<file path="src/rtl/core/bpa_ram.sv">
// Generic single-port-write, single-read RAM with registered read data.
module bpa_ram #(
  parameter int unsigned Width = 8,
  parameter int unsigned Depth = 16
) (
  input  logic                     clk,
  input  logic                     we,
  input  logic [$clog2(Depth)-1:0] waddr,
  input  logic [Width-1:0]         wdata,
  input  logic [$clog2(Depth)-1:0] raddr,
  output logic [Width-1:0]         rdata
);

  logic [Width-1:0] mem [Depth];

  always_ff @(posedge clk) begin
    if (we) begin
      mem[waddr] <= wdata;
    end
    rdata <= mem[raddr];
  end

endmodule

</file>
<file path="config.mk">
export PLATFORM = sky130hd
export DESIGN_NAME = bpa_ram
export DESIGN_NICKNAME = d
export VERILOG_FILES = /design/src/rtl/core/bpa_ram.sv
export SDC_FILE = /design/constraint.sdc
export NUM_CORES = 1
export LEC_CHECK = 0
export BUFFER_PORTS_ARGS = -buffer_cell sky130_fd_sc_hd__buf_2
export CAP_MARGIN = 15
export CORE_MARGIN = 2
export CORE_UTILIZATION = 35
export CTS_CLUSTER_DIAMETER = 60
export CTS_CLUSTER_SIZE = 40
export DETAILED_ROUTE_END_ITERATION = 10
export RECOVER_POWER = 100
export SLEW_MARGIN = 10
export SYNTH_ARGS = -nofsm -noshare
export SYNTH_HDL_FRONTEND = slang
export SYNTH_SLANG_ARGS = --single-unit
</file>
<file path="constraint.sdc">
create_clock -name clk -period 5 [get_ports clk]
set_input_delay 1 -clock clk [delete_from_list [all_inputs] [get_ports clk]]
set_output_delay 1 -clock clk [all_outputs]
set_load 0.02 [all_outputs]
</file>
After elaboration in Yosys (flattened, before gate mapping). Memory sizes are Yosys's and may differ from the RTL's. A register that Yosys moved wholly into a read port is not among the register bits. Index checks and enable logic that the tools add are counted.

Register bits: 0. Bits in latches: 0. Memory bits (writable): 128. Memory bits (read-only): 0. Output and inout port bits: 8. Word-level logic and storage cells: 3. Memories: 1.

$add $sub $neg: 0. Multiply operators: 0. Div/mod/pow operators: 0. $lt $le $gt $ge: 0. Equal/unequal tests: 0. Shift-type cells: 0. Mux-type cells: 2. Bitwise operators: 0. Reductions and logical operators: 0.

Memory list: mem (depth 16, bits a word 8, read ports 1, clocked after Yosys merged registers in 1, wr ports 1, RTL line 14) `logic [Width-1:0] mem [Depth];`.

Operator list (number): 1-bit 2-to-1 mux (2).

Logic depth before layout (Yosys ltp).
Word-level depth: 2. Depth in mapped cells: 5. Mapped depth without buffers: 3.

Least setup slack after synthesis. No wires, ideal clock.

Kind: input-to-reg. From: in waddr[2]. To: mem mem[0][0], enable pin. Arrival: 2110 ps. Required time: 4617 ps. Slack: 2507 ps. Stages: 2. Path buffers: 0. Cells stage by stage: or3b_2 nor3_1.

RTL lines: start: declaration (RTL line 8) `input logic [$clog2(Depth)-1:0] waddr,`; end: declaration (RTL line 14).

No word-level cell before the write port.

==> run metrics <==
outcome=complete, no violations; Util after Layout=0.4108; drt via density=approximately 5.0; fmax=362.5 MHz; flop and latch count out of synthesis=136; initial drt markers=slightly above 200; Top Family by Delay on Critical Path=buffers and inverters; cells after synthesis=approximately 230; Setup CP Type=in -> reg; P per Cell Area=~420 nW/um^2; Yosys top cell area share=0.7467; die area=around 16000 um^2; period utilization=0.5517; syn_nets=247; antenna cells=0; Setup crit end kind=flop; layout cell share with drive strength beyond 1=0.1733; Slew headroom=0.1278; cts bufs inserted=17; antenna violations before repair=0; Reg clk slew, reported paths=around 50 ps; Clock Skew=between 7 and 8 ps; Vias=2311; synth warn=0; DRC Markers=0; Crit Path Max Fanout=19; Mapped Area=5147 um^2; Pre-antenna DRT Iters=4; core area=about 14000 um^2; gr usage total=0.1347; die width=125.3 um; Min-Delay Path Class=reg -> reg; fin. max-slew vios=0; final hold vios=0; Routed WL=9.771 mm; # resized after CTS=0; Hold-fix buffers, CTS=0; number of global-route vias before repair=about 2500; CP Cell Sequence=clkbuf_1 -> buf_12 -> mux4_1 -> a22oi_1 -> nand2_1; clock root cell=clkbuf_16; cell taking the most area after synthesis=edfxtp_1; IO Pins=26; Final setup violation count=0; Wirelength per Cell=approximately 21 um; sequential area share after synthesis=0.7778; worst slew pin tran=~1300 ps; area of the multi-input gates=1057 um^2; synth top area cells=edfxtp_1, mux4_2, mux4_1, dfxtp_1, a22oi_1; Worst setup SP type=input pin; die height=125.3 um; Worst-Skew Late Latency=approximately 400 ps; placer congestion estimate=about 0.71; Buffers on Ports=25; first-pass GRT wire length=~15 mm; Max Cap Viol=0; Final #Nets=~290; Required @ worst endpoint=between 5000 and 6000 ps; critical path's largest stage delay=roughly 820 ps; Post-CTS Setup Repair Bufs=0; RSZ-0062 raised after global routing=false; CP max-delay cell=clkbuf_1; clk sinks=136; TNS Setup=0 ps; crit path DAT=3050 ps; CP Buf/Inv Count=2; H-Tree Depth=4; hold_ws=662.3 ps; P_leak=between 1.5 and 2 nW; final antenna-violating net count=0; crit path time final=2758 ps; fill count=~1300; area grow syn2layout=15.12%; CTS tree=done; Max Buffers Root-to-Sink=2; Placed Area=5444 um^2; largest net degree at the start of global routing=33; Register Area=roughly 4000 um^2; Cell Rows=44; gr ovfl total=0; worst vdd ir=265.2 uV; Syn Area/Cell=approximately 22 um^2; Starting Density=0.3569; Unique masters post-synth=19; fin area=a little under 6000 um^2; DP Wirelength=~6.4 mm
-- per-layer routing --
layer / track usage / vias to the layer above / routed length (um)
met2: 0.2046 / 50 / 4723
li1: - / 1049 / -
met3: 0.05049 / 9 / 426
met1: 0.1802 / 1203 / 4508
met4: 0.04510 / 0 / 113
met5: 0 / - / 0
-- cells in the final DEF (no fill, tap or decap) --
cell,n
buf_2,7
clkbuf_16,17
clkbuf_1,26
or3b_2,1
nand2b_1,2
dfxtp_1,8
and2b_1,1
mux4_1,14
nand2_1,9
nor2b_1,1
bufinv_16,1
nor2_1,13
and2_1,1
clkinv_2,3
nor3_1,4
nand3b_1,2
mux4_2,18
edfxtp_1,128
a22oi_1,16
nand3_1,1
buf_12,1
clkinv_1,3
-- area by class of cell --
cell class                      instances  area share
Sequential cell                       136      0.6757
Timing Repair Buffer                   29     0.02259
Clock buffer                           22     0.07496
Clock inverter                          7    0.009502
Multi-Input combinational cell         83      0.1784
Tap cell                              184     0.03885
-- cells by family (layout without fill, tap and decap cells) --
logic type / Yosys count / after routing / synth area share
DFF: 136 / 136 / 0.7778
AOI/OAI and AO/OA: 16 / 16 / 0.02334
muxes: 32 / 32 / 0.1502
and+or+nand+nor: 35 / 35 / 0.03184
buffers and inverters: 10 / 58 / 0.01677
-- path summary, 6_finish.rpt --
| check | startpoint | to | slack (ps) | depth (start not counted) |
|---|---|---|---|---|
| worst max-delay path | raddr[0] | rdata[4] | 2240 | 5 |
| worst min-delay path | mem[7][1] | rdata[1] | 660 | 3 |
| worst max register to register | mem[8][6] | rdata[6] | 3670 | 3 |
| worst min register to register | mem[7][1] | rdata[1] | 660 | 3 |
-- state kept, by name (all words and copies together) (netlist names) --
| name | flops |
|---|---|
| rdata | 8 |
| mem | 128 |
-- synthesized netlist by cell type --
cell type and instances:
a22oi_1 16, and2_1 1, and2b_1 1, buf_2 3, buf_4 1, buf_6 3
clkdlybuf4s25_2 3, dfxtp_1 8, edfxtp_1 128, mux4_1 14, mux4_2 18, nand2_1 9
nand2b_1 2, nand3_1 1, nand3b_1 2, nor2_1 13, nor2b_1 1, nor3_1 4
or3b_2 1
-- per-stage QoR --
step           setup slack [ps]  std cells  total power, mW
2_1_floorplan              2507        229            1.378
5_1_grt                    2056        461            2.551
3_3_place_gp               1939        431            1.426
3_5_place_dp               1963        431            1.429
6_report                   2242        461            2.473
4_1_cts                    2408        460            2.502
-- worst register-to-register path, delay by kind of cell (launching register included) --
family | cells | cell delay (ps)
and+or+nand+nor | 1 | 140
AOI/OAI and AO/OA | 1 | 220
muxes | 1 | 470
DFF | 1 | 370
-- report_power, final --
part           internal (mW)  switching, mW  total (mW)
Sequential              1.28        0.00726        1.28
Clock                  0.665          0.407        1.07
Combinational         0.0439         0.0743       0.118
Total                   1.99          0.488        2.47
No activity file was read; power rests on OpenSTA's default activity.
